### config.mk
export PLATFORM = sky130hd
export DESIGN_NAME = palette_brightness_invert_top_flat
export DESIGN_NICKNAME = d
export VERILOG_FILES = /design/src/rtl/pbi_pkg.sv /design/src/rtl/pbi_if.sv /design/src/rtl/palette_brightness_invert_top.sv /design/src/rtl/pbi_ram.sv /design/src/flat_wrapper.sv
export SDC_FILE = /design/constraint.sdc
export NUM_CORES = 2
export LEC_CHECK = 0
export BUFFER_PORTS_ARGS = -buffer_cell sky130_fd_sc_hd__buf_4
export CAP_MARGIN = 5
export CORE_MARGIN = 3
export CORE_UTILIZATION = 40
export DETAILED_ROUTE_END_ITERATION = 10
export PLACE_DENSITY = 0.58
export SYNTH_ARGS = -nofsm -noshare
export SYNTH_HDL_FRONTEND = slang
export SYNTH_SLANG_ARGS = --single-unit
### constraint.sdc
create_clock -name clk -period 5.4 [get_ports clk]
set_input_delay 0.54 -clock clk [delete_from_list [all_inputs] [get_ports clk]]
set_output_delay 0.54 -clock clk [all_outputs]
set_load 0.01 [all_outputs]
### src/rtl/pbi_pkg.sv
`timescale 1ns / 1ps
`default_nettype none
// ----------------------------------------------------------------------------
// pbi_pkg - palette brightness / invert shared definitions
// beat types, command codes and the per-channel arithmetic
// ----------------------------------------------------------------------------
package pbi_pkg;

    // command codes
    localparam logic [1:0] FUNC_LOAD   = 2'd0;
    localparam logic [1:0] FUNC_BRIGHT = 2'd1;
    localparam logic [1:0] FUNC_INVERT = 2'd2;

    localparam int CNT_W       = 7;            // holds 0..127, passes clip it to 64 entries
    localparam int MAX_RESULTS = 64;
    localparam logic [CNT_W-1:0] COLORS_RESET = 7'd64;

    localparam logic signed [12:0] CH_MAX      = 13'sd2047;
    localparam logic signed [12:0] CH_MIN      = -13'sd2048;
    localparam logic signed [12:0] WHITE_LEVEL = 13'sd255;
    localparam logic [5:0]         DAC_MAX     = 6'd63;

    typedef logic signed [11:0] chan_t;

    typedef struct packed {
        chan_t red;
        chan_t green;
        chan_t blue;
    } pal_entry_t;

    localparam int PAL_W = $bits(pal_entry_t);

    typedef struct packed {
        logic [1:0]        func;
        logic [5:0]        entry_index;
        logic [7:0]        red_in;
        logic [7:0]        green_in;
        logic [7:0]        blue_in;
        logic signed [7:0] change;
    } cmd_beat_t;

    typedef struct packed {
        logic [5:0] entry_out;
        logic [5:0] red_dac;
        logic [5:0] green_dac;
        logic [5:0] blue_dac;
        logic       last;
    } dac_beat_t;

    typedef logic [CNT_W-1:0] cfg_beat_t;

    // brightness step or reflection, saturated to 12 bits
    function automatic chan_t upd_chan(input chan_t v, input logic signed [7:0] chg,
                                       input logic inv);
        logic signed [12:0] s;
        chan_t              r;
        if (inv)
            s = WHITE_LEVEL - 13'(v);
        else
            s = 13'(v) + 13'(chg);
        if (s > CH_MAX)
            r = CH_MAX[11:0];
        else if (s < CH_MIN)
            r = CH_MIN[11:0];
        else
            r = s[11:0];
        return r;
    endfunction

    // v*63/255 with clamping; x/255 as (x + x>>8 + 1) >> 8 for x below 2^14
    function automatic logic [5:0] to_dac(input chan_t v);
        logic [13:0] x;
        logic [15:0] q;
        logic [5:0]  r;
        x = ({6'd0, v[7:0]} << 6) - {6'd0, v[7:0]};
        q = {2'd0, x} + {10'd0, x[13:8]} + 16'd1;
        if (13'(v) > WHITE_LEVEL)
            r = DAC_MAX;
        else if (v < 12'sd0)
            r = 6'd0;
        else
            r = q[13:8];
        return r;
    endfunction

endpackage
`default_nettype wire

### src/rtl/pbi_if.sv
`timescale 1ns / 1ps
`default_nettype none
// ----------------------------------------------------------------------------
// pbi_if - valid/ready channels of the palette block
// command, dac result and configuration channels
// ----------------------------------------------------------------------------
interface pbi_cmd_if import pbi_pkg::*; ();
    logic      valid;
    logic      ready;
    cmd_beat_t data;
    modport source (output valid, output data, input ready);
    modport sink   (input valid, input data, output ready);
endinterface

interface pbi_dac_if import pbi_pkg::*; ();
    logic      valid;
    logic      ready;
    dac_beat_t data;
    modport source (output valid, output data, input ready);
    modport sink   (input valid, input data, output ready);
endinterface

interface pbi_cfg_if import pbi_pkg::*; ();
    logic      valid;
    logic      ready;
    cfg_beat_t data;
    modport source (output valid, output data, input ready);
    modport sink   (input valid, input data, output ready);
endinterface
`default_nettype wire

### src/rtl/palette_brightness_invert_top.sv
`timescale 1ns / 1ps
`default_nettype none
// ----------------------------------------------------------------------------
// palette_brightness_invert_top - extended-range palette with dac output
// palette ram of signed 12-bit rgb channels; load, brightness and invert
// commands; unless a brightness step is refused, one dac beat per used entry for brightness and invert
// ----------------------------------------------------------------------------
//  channel | dir | handshake     | beat contents
//  --------+-----+---------------+---------------------------------------------
//  cfg     | in  | valid / ready | colors_used (7 bits)
//  cmd     | in  | valid / ready | func, entry_index, red/green/blue_in, change
//  dac     | out | valid / ready | entry_out, red/green/blue_dac, last
//
//  load is written from idle; invert runs one read-modify-write pass over the
//  used entries, brightness a counting read pass first (no update if refused);
//  each pass takes one entry per cycle through the single ram read port
//  reset clears control state and sets colors_used to 64; the ram is not
//  cleared, an entry reads as written
//  a stalled dac beat holds the update pass; the ram read data is held with it
//  cmd is taken only while no pass is running; cfg is always ready
// ----------------------------------------------------------------------------
module palette_brightness_invert_top import pbi_pkg::*; #(
    parameter int PALETTE_ENTRIES = 64
) (
    input  logic     clk,
    input  logic     rst_n,
    pbi_cfg_if.sink  cfg,
    pbi_cmd_if.sink  cmd,
    pbi_dac_if.source dac
);

    localparam int AW    = (PALETTE_ENTRIES > 1) ? $clog2(PALETTE_ENTRIES) : 1;
    localparam int LIMIT = (PALETTE_ENTRIES < MAX_RESULTS) ? PALETTE_ENTRIES : MAX_RESULTS;
    localparam logic [CNT_W-1:0] LIMIT_CNT = CNT_W'(LIMIT);

    // sequencer codes
    localparam logic [1:0] ST_IDLE   = 2'd0;
    localparam logic [1:0] ST_COUNT  = 2'd1;    // saturation scan before brightness
    localparam logic [1:0] ST_UPDATE = 2'd2;    // read-modify-write and emit

    logic [1:0]        state_reg, state_next;
    logic [CNT_W-1:0]  colors_used_reg;
    logic [CNT_W-1:0]  n_reg, n_next;            // entries of the running pass
    logic [CNT_W-1:0]  rd_cnt_reg, rd_cnt_next;  // next entry to read
    logic              pend_reg, pend_next;      // ram read data is valid
    logic [CNT_W-1:0]  pend_idx_reg, pend_idx_next;
    logic              white_reg, white_next;
    logic              black_reg, black_next;
    logic signed [7:0] change_reg, change_next;
    logic              invert_reg, invert_next;
    logic              dac_valid_reg, dac_valid_next;
    dac_beat_t         dac_data_reg, dac_data_next;

    logic              ram_we;
    logic [AW-1:0]     ram_waddr;
    pal_entry_t        ram_wdata;
    logic              ram_re;
    logic [AW-1:0]     ram_raddr;
    logic [PAL_W-1:0]  ram_rdata;

    pal_entry_t        rd_entry;
    pal_entry_t        new_entry;
    logic              cmd_take;
    logic [CNT_W-1:0]  n_cmd;
    logic              rd_more;
    logic              dac_free;
    logic              adv;
    logic              load_ok;
    logic              refused;
    logic              ent_white;
    logic              ent_black;

    pbi_ram #(
        .WIDTH (PAL_W),
        .DEPTH (PALETTE_ENTRIES)
    ) u_palette_ram (
        .clk   (clk),
        .we    (ram_we),
        .waddr (ram_waddr),
        .wdata (ram_wdata),
        .re    (ram_re),
        .raddr (ram_raddr),
        .rdata (ram_rdata)
    );

    // handshakes
    assign cfg.ready = 1'b1;
    assign cmd.ready = (state_reg == ST_IDLE);
    assign cmd_take  = cmd.valid && cmd.ready;
    assign dac.valid = dac_valid_reg;
    assign dac.data  = dac_data_reg;

    // used entries, clipped to the palette size and the result limit
    assign n_cmd = (colors_used_reg > LIMIT_CNT) ? LIMIT_CNT : colors_used_reg;

    assign rd_more  = (rd_cnt_reg < n_reg);
    assign dac_free = !dac_valid_reg || dac.ready;
    // one entry leaves the update pass: written back and pushed to the dac register
    assign adv      = (state_reg == ST_UPDATE) && pend_reg && dac_free;

    // the counting pass streams freely, the update pass advances with the output
    assign ram_re    = rd_more && ((state_reg == ST_COUNT)
                       || ((state_reg == ST_UPDATE) && (!pend_reg || adv)));
    assign ram_raddr = AW'(rd_cnt_reg);

    assign rd_entry = ram_rdata;

    assign new_entry.red   = upd_chan(rd_entry.red,   change_reg, invert_reg);
    assign new_entry.green = upd_chan(rd_entry.green, change_reg, invert_reg);
    assign new_entry.blue  = upd_chan(rd_entry.blue,  change_reg, invert_reg);

    // saturation scan of one entry
    assign ent_white = (13'(rd_entry.red) >= WHITE_LEVEL)
                    && (13'(rd_entry.green) >= WHITE_LEVEL)
                    && (13'(rd_entry.blue) >= WHITE_LEVEL);
    assign ent_black = (rd_entry.red <= 12'sd0) && (rd_entry.green <= 12'sd0)
                    && (rd_entry.blue <= 12'sd0);

    // refused when everything is already pinned in the direction of the step
    assign refused = (white_reg && !change_reg[7] && (change_reg != 8'sd0))
                  || (black_reg && change_reg[7]);

    // loads beyond the palette are dropped
    assign load_ok = (int'(cmd.data.entry_index) < PALETTE_ENTRIES);

    // ram write: a load from idle, or the write-back of the update pass
    always_comb
    begin
        ram_we    = 1'b0;
        ram_waddr = AW'(pend_idx_reg);
        ram_wdata = new_entry;
        if (cmd_take && (cmd.data.func == FUNC_LOAD) && load_ok)
        begin
            ram_we          = 1'b1;
            ram_waddr       = AW'(cmd.data.entry_index);
            ram_wdata.red   = chan_t'({4'd0, cmd.data.red_in});
            ram_wdata.green = chan_t'({4'd0, cmd.data.green_in});
            ram_wdata.blue  = chan_t'({4'd0, cmd.data.blue_in});
        end
        else if (adv)
        begin
            ram_we = 1'b1;
        end
    end

    // sequencer and pass counters
    always_comb
    begin
        state_next     = state_reg;
        n_next         = n_reg;
        rd_cnt_next    = rd_cnt_reg;
        pend_next      = pend_reg;
        pend_idx_next  = pend_idx_reg;
        white_next     = white_reg;
        black_next     = black_reg;
        change_next    = change_reg;
        invert_next    = invert_reg;
        dac_valid_next = dac_valid_reg;
        dac_data_next  = dac_data_reg;

        // read pipeline: one read in flight at most
        if (ram_re)
        begin
            rd_cnt_next   = rd_cnt_reg + CNT_W'(1);
            pend_next     = 1'b1;
            pend_idx_next = rd_cnt_reg;
        end
        else if (adv || (state_reg == ST_COUNT))
        begin
            pend_next = 1'b0;
        end

        // output register
        if (adv)
        begin
            dac_valid_next          = 1'b1;
            dac_data_next.entry_out = pend_idx_reg[5:0];
            dac_data_next.red_dac   = to_dac(new_entry.red);
            dac_data_next.green_dac = to_dac(new_entry.green);
            dac_data_next.blue_dac  = to_dac(new_entry.blue);
            dac_data_next.last      = (pend_idx_reg == (n_reg - CNT_W'(1)));
        end
        else if (dac.ready)
        begin
            dac_valid_next = 1'b0;
        end

        unique case (state_reg)
            ST_IDLE:
            begin
                if (cmd_take && (n_cmd != '0))
                begin
                    n_next      = n_cmd;
                    rd_cnt_next = '0;
                    pend_next   = 1'b0;
                    change_next = cmd.data.change;
                    unique case (cmd.data.func)
                        FUNC_BRIGHT:
                        begin
                            state_next  = ST_COUNT;
                            invert_next = 1'b0;
                            white_next  = 1'b1;
                            black_next  = 1'b1;
                        end
                        FUNC_INVERT:
                        begin
                            state_next  = ST_UPDATE;
                            invert_next = 1'b1;
                        end
                        default:
                        begin
                            state_next = ST_IDLE;
                        end
                    endcase
                end
            end
            ST_COUNT:
            begin
                if (pend_reg)
                begin
                    white_next = white_reg && ent_white;
                    black_next = black_reg && ent_black;
                end
                if (!rd_more && !pend_reg)
                begin
                    rd_cnt_next = '0;
                    state_next  = refused ? ST_IDLE : ST_UPDATE;
                end
            end
            ST_UPDATE:
            begin
                if (!rd_more && !pend_reg)
                begin
                    state_next = ST_IDLE;
                end
            end
            default:
            begin
                state_next = ST_IDLE;
            end
        endcase
    end

    // configuration register
    always_ff @(posedge clk or negedge rst_n)
    begin
        if (!rst_n)
        begin
            colors_used_reg <= COLORS_RESET;
        end
        else if (cfg.valid && cfg.ready)
        begin
            colors_used_reg <= cfg.data;
        end
    end

    // control state
    always_ff @(posedge clk or negedge rst_n)
    begin
        if (!rst_n)
        begin
            state_reg     <= ST_IDLE;
            rd_cnt_reg    <= '0;
            n_reg         <= '0;
            pend_reg      <= 1'b0;
            dac_valid_reg <= 1'b0;
        end
        else
        begin
            state_reg     <= state_next;
            rd_cnt_reg    <= rd_cnt_next;
            n_reg         <= n_next;
            pend_reg      <= pend_next;
            dac_valid_reg <= dac_valid_next;
        end
    end

    // payload and per-pass scratch, no reset
    always_ff @(posedge clk)
    begin
        pend_idx_reg <= pend_idx_next;
        white_reg    <= white_next;
        black_reg    <= black_next;
        change_reg   <= change_next;
        invert_reg   <= invert_next;
        dac_data_reg <= dac_data_next;
    end

    // the counting pass only reads the palette
    a_count_no_write: assert property (@(posedge clk) disable iff (!rst_n)
        (state_reg == ST_COUNT) |-> !ram_we)
        else $error("palette written during counting pass");

    // the entry in flight is one of the used entries
    a_pend_in_range: assert property (@(posedge clk) disable iff (!rst_n)
        ((state_reg != ST_IDLE) && pend_reg) |-> (pend_idx_reg < n_reg))
        else $error("entry in flight beyond used count");

    // read pointer never runs past the pass length
    a_rd_bound: assert property (@(posedge clk) disable iff (!rst_n)
        (state_reg != ST_IDLE) |-> (rd_cnt_reg <= n_reg))
        else $error("read pointer past used count");

    // a dac beat only starts from the update pass
    a_dac_source: assert property (@(posedge clk) disable iff (!rst_n)
        $rose(dac_valid_reg) |-> ($past(state_reg) == ST_UPDATE))
        else $error("dac beat raised outside update pass");

    // after the last entry leaves, nothing is left to read or write back
    a_last_drains: assert property (@(posedge clk) disable iff (!rst_n)
        (adv && dac_data_next.last) |=> ((state_reg == ST_UPDATE) && !pend_reg && !rd_more))
        else $error("update pass not drained after last entry");

endmodule
`default_nettype wire

### src/rtl/pbi_ram.sv
`timescale 1ns / 1ps
`default_nettype none
// ----------------------------------------------------------------------------
// pbi_ram - generic simple dual-port ram
// one write port, one read port with registered read data
// ----------------------------------------------------------------------------
module pbi_ram #(
    parameter int WIDTH = 36,
    parameter int DEPTH = 64,
    localparam int ADDR_W = (DEPTH > 1) ? $clog2(DEPTH) : 1
) (
    input  logic              clk,
    input  logic              we,
    input  logic [ADDR_W-1:0] waddr,
    input  logic [WIDTH-1:0]  wdata,
    input  logic              re,
    input  logic [ADDR_W-1:0] raddr,
    output logic [WIDTH-1:0]  rdata
);

    logic [WIDTH-1:0] mem [DEPTH];

    always_ff @(posedge clk)
    begin
        if (we)
        begin
            mem[waddr] <= wdata;
        end
        if (re)
        begin
            rdata <= mem[raddr];
        end
    end

endmodule
`default_nettype wire

### src/flat_wrapper.sv
// flat-port wrapper written by rule: the top's interface ports become plain ports
module palette_brightness_invert_top_flat import pbi_pkg::*;
#(
    parameter int PALETTE_ENTRIES = 64
)
  (clk, rst_n, cfg_valid, cfg_data, cfg_ready, cmd_valid, cmd_data, cmd_ready, dac_valid, dac_data, dac_ready);
  pbi_cfg_if cfg_i ();
  pbi_cmd_if cmd_i ();
  pbi_dac_if dac_i ();
  input  logic clk;
  input  logic rst_n;
  input wire logic [$bits(cfg_i.valid)-1:0] cfg_valid;
  input wire logic [$bits(cfg_i.data)-1:0] cfg_data;
  output wire logic [$bits(cfg_i.ready)-1:0] cfg_ready;
  input wire logic [$bits(cmd_i.valid)-1:0] cmd_valid;
  input wire logic [$bits(cmd_i.data)-1:0] cmd_data;
  output wire logic [$bits(cmd_i.ready)-1:0] cmd_ready;
  output wire logic [$bits(dac_i.valid)-1:0] dac_valid;
  output wire logic [$bits(dac_i.data)-1:0] dac_data;
  input wire logic [$bits(dac_i.ready)-1:0] dac_ready;
  assign cfg_i.valid = cfg_valid;
  assign cfg_i.data = cfg_data;
  assign cfg_ready = cfg_i.ready;
  assign cmd_i.valid = cmd_valid;
  assign cmd_i.data = cmd_data;
  assign cmd_ready = cmd_i.ready;
  assign dac_valid = dac_i.valid;
  assign dac_data = dac_i.data;
  assign dac_i.ready = dac_ready;
  palette_brightness_invert_top #(.PALETTE_ENTRIES(PALETTE_ENTRIES)) u_core (.clk(clk), .rst_n(rst_n), .cfg(cfg_i), .cmd(cmd_i), .dac(dac_i));
endmodule
**Yosys cells after proc, flatten, opt, wreduce, memory -nomap -nowiden**

Memories as Yosys holds them, arrays and structs flattened. A register that Yosys moved wholly into a read port is not among the register bits.
Cells that the tools add are included.

- Multiplexer cells: 42
- $lt $le $gt $ge: 20
- Equality and inequality tests: 10
- Reductions and logical operators: 37
- $add $sub $neg: 17

Operator list:

| operator | count |
|---|---|
| 12-bit two-way mux | 6 |
| 14-bit by 1-bit adder with 14-bit output, second input constant | 3 |
| 14-bit by 6-bit adder with 14-bit output | 3 |
| 14-bit by 8-bit subtractor with 14-bit output | 3 |
| 12-bit by 8-bit adder with 13-bit output | 3 |
| 13-bit by 12-bit greater-than comparator with 1-bit output, second input constant | 3 |
| 13-bit by 12-bit less-than comparator with 1-bit output, second input constant | 3 |
| 13-bit two-way mux | 3 |
| 9-bit by 12-bit subtractor with 13-bit output, first input constant | 3 |
| 12-bit by 9-bit greater-or-equal comparator with 1-bit output, second input constant | 3 |
| 12-bit by 9-bit greater-than comparator with 1-bit output, second input constant | 3 |
| 12-bit by 1-bit less-or-equal comparator with 1-bit output, second input constant | 3 |
| 12-bit by 1-bit less-than comparator with 1-bit output, second input constant | 3 |
| 36-bit two-way mux | 1 |
| 7-bit two-way mux | 4 |
| 6-bit two-way mux | 4 |
| 1-bit logical AND | 17 |
| 1-bit two-way mux | 14 |
| 7-bit one-hot mux with 2 select lines | 1 |
| 2-bit two-way mux | 4 |
| 2-bit != test, second input constant | 4 |
| 8-bit nonzero test | 1 |
| 7-bit by 1-bit adder with 7-bit output, second input constant | 1 |
| 7-bit == test | 1 |
| other kinds (17) | 32 |

- RAM bits: 2,304
- Register bits after elaboration: 68
- Output and inout port bits: 28
- Memories: 1
- Word-level logic and storage cells: 143
- Input bits: 52

Memory list:

| name | depth | bits a word | rd ports | clocked after memory_dff | wr ports | line | text |
|---|---|---|---|---|---|---|---|
| u_core.u_palette_ram.mem | 64 | 36 | 1 | 1 | 1 | pbi_ram.sv:21 | `logic [WIDTH-1:0] mem [DEPTH];` |

**Longest topological paths before layout**

- Depth after elaboration: 10
- Depth in mapped cells: 21
- Depth with buffers taken out: 19

**Hierarchy**

From an unflattened synthesis, not the netlist that was laid out.

- Cell total of the unflattened synthesis: 4,863
- Area total of the unflattened synthesis: 96,914.2 um^2

By module, submodules not included:

| module | area an instance (um^2) | times used | cells each | sequential area each (um^2) |
|---|---|---|---|---|
| pbi_ram | 88,333.5 | 1 | 3,780 | 70,267.4 |
| palette_brightness_invert_top | 8,580.7 | 1 | 1,083 | 1,918.1 |

**Worst setup path before layout**

OpenSTA, ideal clock, no wires.

- Path type: register to register
- Start point: register u_core.u_palette_ram.rdata[24] (read register of u_core.u_palette_ram.mem)
- End point: memory u_core.u_palette_ram.mem[0][24], data pin
- Path buffers: 2
- Setup time: 702 ps
- Data required time: 4,698 ps
- Stages on the path, launching flop included: 14
- Data arrival time: 5,237 ps
- Clock period less this slack: 5,939 ps
- Path slack: -539 ps
- Cell sequence: edfxtp_1 -> ha_1 -> inv_1 -> fa_1 -> nor2b_1 -> o2111a_1 -> o31a_1 -> o21ai_0 -> a211o_1 -> clkbuf_1 -> nand2_1 -> clkbuf_1 -> o21ai_0 -> o21ai_0

RTL lines:

| what | line | text |
|---|---|---|
| from (decl) | pbi_ram.sv:18 | `output logic [WIDTH-1:0] rdata` |
| to (decl) | pbi_ram.sv:21 |  |

**Final worst setup path**

- Start point: register u_core.u_palette_ram.rdata[1] (read register of u_core.u_palette_ram.mem)
- End point: register u_core.dac_data_reg (netlist bit u_core.dac.data[5]), data pin

- Word-level cells in the longest chain between the ends: 9
- Elaborated cells on any way between the ends: 13
- Classes of those cells: add/sub: 5; order compare: 4; mux: 4

RTL lines:

| what | line | text |
|---|---|---|
| 12-bit by 8-bit adder with 13-bit output or 9-bit by 12-bit subtractor with 13-bit output (tied branches) | pbi_pkg.sv:60, pbi_pkg.sv:58 |  |
| 13-bit two-way mux * | pbi_pkg.sv:57 | `if (inv)` |
| 13-bit by 12-bit less-than comparator with 1-bit output | pbi_pkg.sv:63 | `else if (s < CH_MIN)` |
| 12-bit two-way mux | pbi_pkg.sv:63 |  |
| 12-bit two-way mux * | pbi_pkg.sv:61 | `if (s > CH_MAX)` |
| 14-bit by 8-bit subtractor with 14-bit output | pbi_pkg.sv:75 | `x = ({6'd0, v[7:0]} << 6) - {6'd0, v[7:0]};` |
| 14-bit by 6-bit adder with 14-bit output | pbi_pkg.sv:76 | `q = {2'd0, x} + {10'd0, x[13:8]} + 16'd1;` |
| 14-bit by 1-bit adder with 14-bit output | pbi_pkg.sv:76 |  |
| 6-bit two-way mux | pbi_pkg.sv:79 | `else if (v < 12'sd0)` |
| to (signal assigned) | palette_brightness_invert_top.sv:286 | `dac_data_reg <= dac_data_next;` |
| to (decl) | palette_brightness_invert_top.sv:52 | `dac_beat_t dac_data_reg, dac_data_next;` |

Every way passes the cells marked *; elsewhere a longest branch is shown, timed or not.
A chain may end at the register's enable or synchronous reset.

==> metrics.md <==
| Metric | Value |
|---|---|
| CTS tree | `built` |
| # Max-Cap Violations | `0` |
| Vias in the first global route | `48.0k` |
| Critical path class | `reg2reg` |
| WL met2 | `122000 um` |
| DRT iter0 DRCs | `4701` |
| Final setup viols | `0` |
| M1 WL | `approximately 100000 um` |
| DR vias | `~47k` |
| Ys flop type | `edfxtp_1` |
| Num rows | `180` |
| Most flop-heavy register | `u_core.u_palette_ram.mem` |
| Die height | `499 um` |
| Slew @ Worst Pin | `around 960 ps` |
| Clock Latency Late Sink | `between 800 and 900 ps` |
| Register area | `between 70000 and 80000 um^2` |
| Hold Violations, Final | `0` |
| Final TNS setup | `0 ps` |
| Met3 wire length | `14100 um` |
| Cell type with the highest aggregate area in the netlist | `edfxtp_1` |
| CP Max Fanout | `7` |
| Top layer in use | `met4` |
| Worst Path Arrival | `about 5500 ps` |
| P_leak | `0.0338 uW` |
| Fraction of registers with async set/reset | `0.0104` |
| Pwr/cell area | `slightly above 600 nW/um^2` |
| Total CTS buffers | `230` |
| First-pass GRT wire length | `~350000 um` |
| Post-cts repair resize count | `0` |
| Via density | `5.78` |
| RSZ-0062 raised after global routing | `false` |
| Nets | `4883` |
| Worst path slowest cell | `nor4_1` |
| Routability congestion estimate | `0.848` |
| DRC errors left | `0` |
| CP startpoint kind | `flop` |
| Initial core utilization | `0.403` |
| Hold crit path type | `in2reg` |
| Fmax | `204 MHz` |
| Fraction of layout instances using a drive strength above 1 | `0.303` |
| Number of synthesized flops with an enable pin | `2383` |
| Die extent in x | `approximately 500 um` |
| Htree depth | `4` |
| I/O pin cnt | `80` |
| VDD IR max | `873 uV` |
| Largest register FFs | `2304` |
| Yosys warns | `0` |
| Status | `finished clean` |
| Fill cells | `19.8k` |
| Drt wl/cell | `~30 um` |
| Period minus WS final | `~5000 ps` |
| Fin crit share | `0.906` |
| Die area | `249000 um^2` |
| Final instance area | `112000 um^2` |
| Top cells by area, synth | `edfxtp_1 (74%), mux4_2 (18%), nor2_1 (0.69%)` |
| Syn_area_per_cell | `21.7 um^2` |
| Antenna violation net count after detailed routing | `0` |
| CP max stage delay | `560 ps` |
| Detailed Place HPWL | `142000 um` |
| CP Cell Sequence | `buf_4 > ha_1 > a21o_1 > and4_1 > o211a_1 > o21a_1 > nor4_1 > o21a_1 > nand2_1 > o221ai_1 > nand2_1 > ha_1 > or2_2 > maj3_1 > nand4_1 > nor3_2 > xnor2_1 > a21oi_1` |
| Critical path required time | `around 6000 ps` |
| Total GRT Usage | `0.196` |
| Pin count of the biggest net entering global routing | `109` |
| Root Driver | `clkbuf_16` |
| Fin. max-slew vios | `0` |
| Multi-input gate area | `24700 um^2` |
| Crit. End Element | `flop` |
| Slew headroom | `0.357` |
| P&R area growth vs syn | `14.9%` |
| Antenna violations before repair | `21` |
| Core area | `241000 um^2` |
| DRT Wirelength | `245000 um` |
| # clock sinks | `2408` |
| Mapped cell area | `97100 um^2` |
| Area post-placement | `104000 um^2` |
| Clock transition at the registers of the reported paths | `60 ps` |
| Post-synth top area share | `0.737` |
| R2R Setup Slk | `about 510 ps` |
| Port Buffers | `just under 80` |
| Sequential fraction of the synthesis area | `0.743` |
| Total gr overflow | `0` |
| 1st-pass router iterations | `7` |
| Clk buf depth | `3` |
| Synthesized flop and latch total | `2408` |
| Clock Skew | `32.3 ps` |
| Cell variety after synth | `106` |
| Post-Syn Instances | `4481` |
| Mapped Nets | `roughly 4.6k` |
## power by group
part / internal (uW) / total (uW) / switching (uW)
clock network: 8920 / 15800 / 6850
registers: 28800 / 29300 / 509
logic: 7400 / 23100 / 15700
## cells in the mapped netlist (all sizes together), types with 5 or more instances
cell and number:
o221ai 6, mux4 756, a2111oi 5, o21ai 73, o31ai 15, clkbuf 162, nand2b 18, nor2 180
ha 53, xnor2 49, a211oi 10, nor2b 12, or3 10, a311oi 5, nand3 39, inv 50
maj3 13, nand2 111, xor2 24, nor4 14, a31oi 14, edfxtp 2383, nand3b 12, nor3b 10
o211ai 22, nor3 34, o22ai 7, nand4 16, o21bai 5, dfrtp 24, o2111ai 15, or4 6
a21oi 91, or2 13, o41ai 7, o211a 6, a21boi 6, a21o 19, and3 7, and2 17
o21a 11, buf 63, mux2i 14, mux2 11
## routing by layer
metal / GRT usage / up-vias
li1: - / 19700
met2: 0.327 / 1409
met4: 0.0380 / 0
met3: 0.0290 / 258
met5: 0 / -
met1: 0.276 / 25800
## worst max-delay path: cells and delay by family, from the launching register on
kind | cells | cell delay [ps]
simple gates | 7 | 1610
compound gates | 6 | 1320
flops | 1 | 390
buf+inv | 1 | 180
xor+xnor | 1 | 170
fa+ha+maj | 3 | 960
## area by class of cell
type	count	area share
clock buffer	291	0.0546
sequential	2408	0.647
inverter	50	0.00168
multi-input combinational	1797	0.221
timing repair buffer	288	0.0286
antenna	8	0.000179
clock inverter	131	0.0114
tap	3185	0.0357
## worst paths after layout
kind | startpoint | end | cells past startpoint
max in group asynchronous | rst_n | u_core.rd_cnt_reg[0] | 2
worst max register to register | u_core.u_palette_ram.rdata[1] | u_core.dac.data[5] | 18
worst min register to register | u_core.rd_cnt_reg[6] | u_core.pend_idx_reg[6] | 0
worst max-delay path | u_core.u_palette_ram.rdata[1] | u_core.dac.data[5] | 18
min in group asynchronous | rst_n | u_core.colors_used_reg[5] | 2
worst min-delay path | cmd_valid | u_core.n_reg[3] | 3
## kinds of logic (layout without fill, tap and decap cells)
kind of cell    Yosys count  count (layout)  synth area share
flops                  2408            2408             0.743
mux                     781             781             0.178
simple gates            516             516            0.0262
compound gates          357             357            0.0256
buf+inv                 276             760            0.0116
xor+xnor                 73              73           0.00658
fa+ha+maj                69              69           0.00879
other cells               1               9         0.0000386
## through the flow
step | instances | setup WS, ps | hold slack, ps | utilization | power [uW]
2_1_floorplan | 4481 | 355 | 244 | - | 44200
3_3_place_gp | 7707 | 438 | 493 | 0.432 | 52300
3_5_place_dp | 7707 | 373 | 496 | 0.432 | 52900
4_1_cts | 8146 | 337 | 6.81 | 0.463 | 68700
5_1_grt | 8151 | 3.35 | 36.0 | 0.463 | 71500
6_report | 8158 | 507 | 80.5 | 0.463 | 68200
## placed cells by master (no fill, tap or decap), types with 16 or more instances in the layout
master	instances
inv_1	48
nand4_1	16
nand2_1	109
edfxtp_1	2383
o211ai_1	17
buf_4	192
mux4_2	756
nor2_4	78
dlygate4sd3_1	17
dfrtp_1	18
clkinv_1	56
bufinv_16	20
and2_1	17
nand3_1	39
xnor2_1	49
clkbuf_16	234
a21o_1	18
nor3_1	31
clkinv_2	30
o21ai_0	60
xor2_1	24
ha_1	53
nor2_1	101
a21oi_1	75
nand2b_1	17
clkbuf_1	54
buf_12	79
## timing repair
action,CTS,global route
endpoints found under the hold margin,41,0
setup buffers,0,3
hold buffers,17,0
setup endpoints to repair,0,3
(Power assumes the default switching activity.)
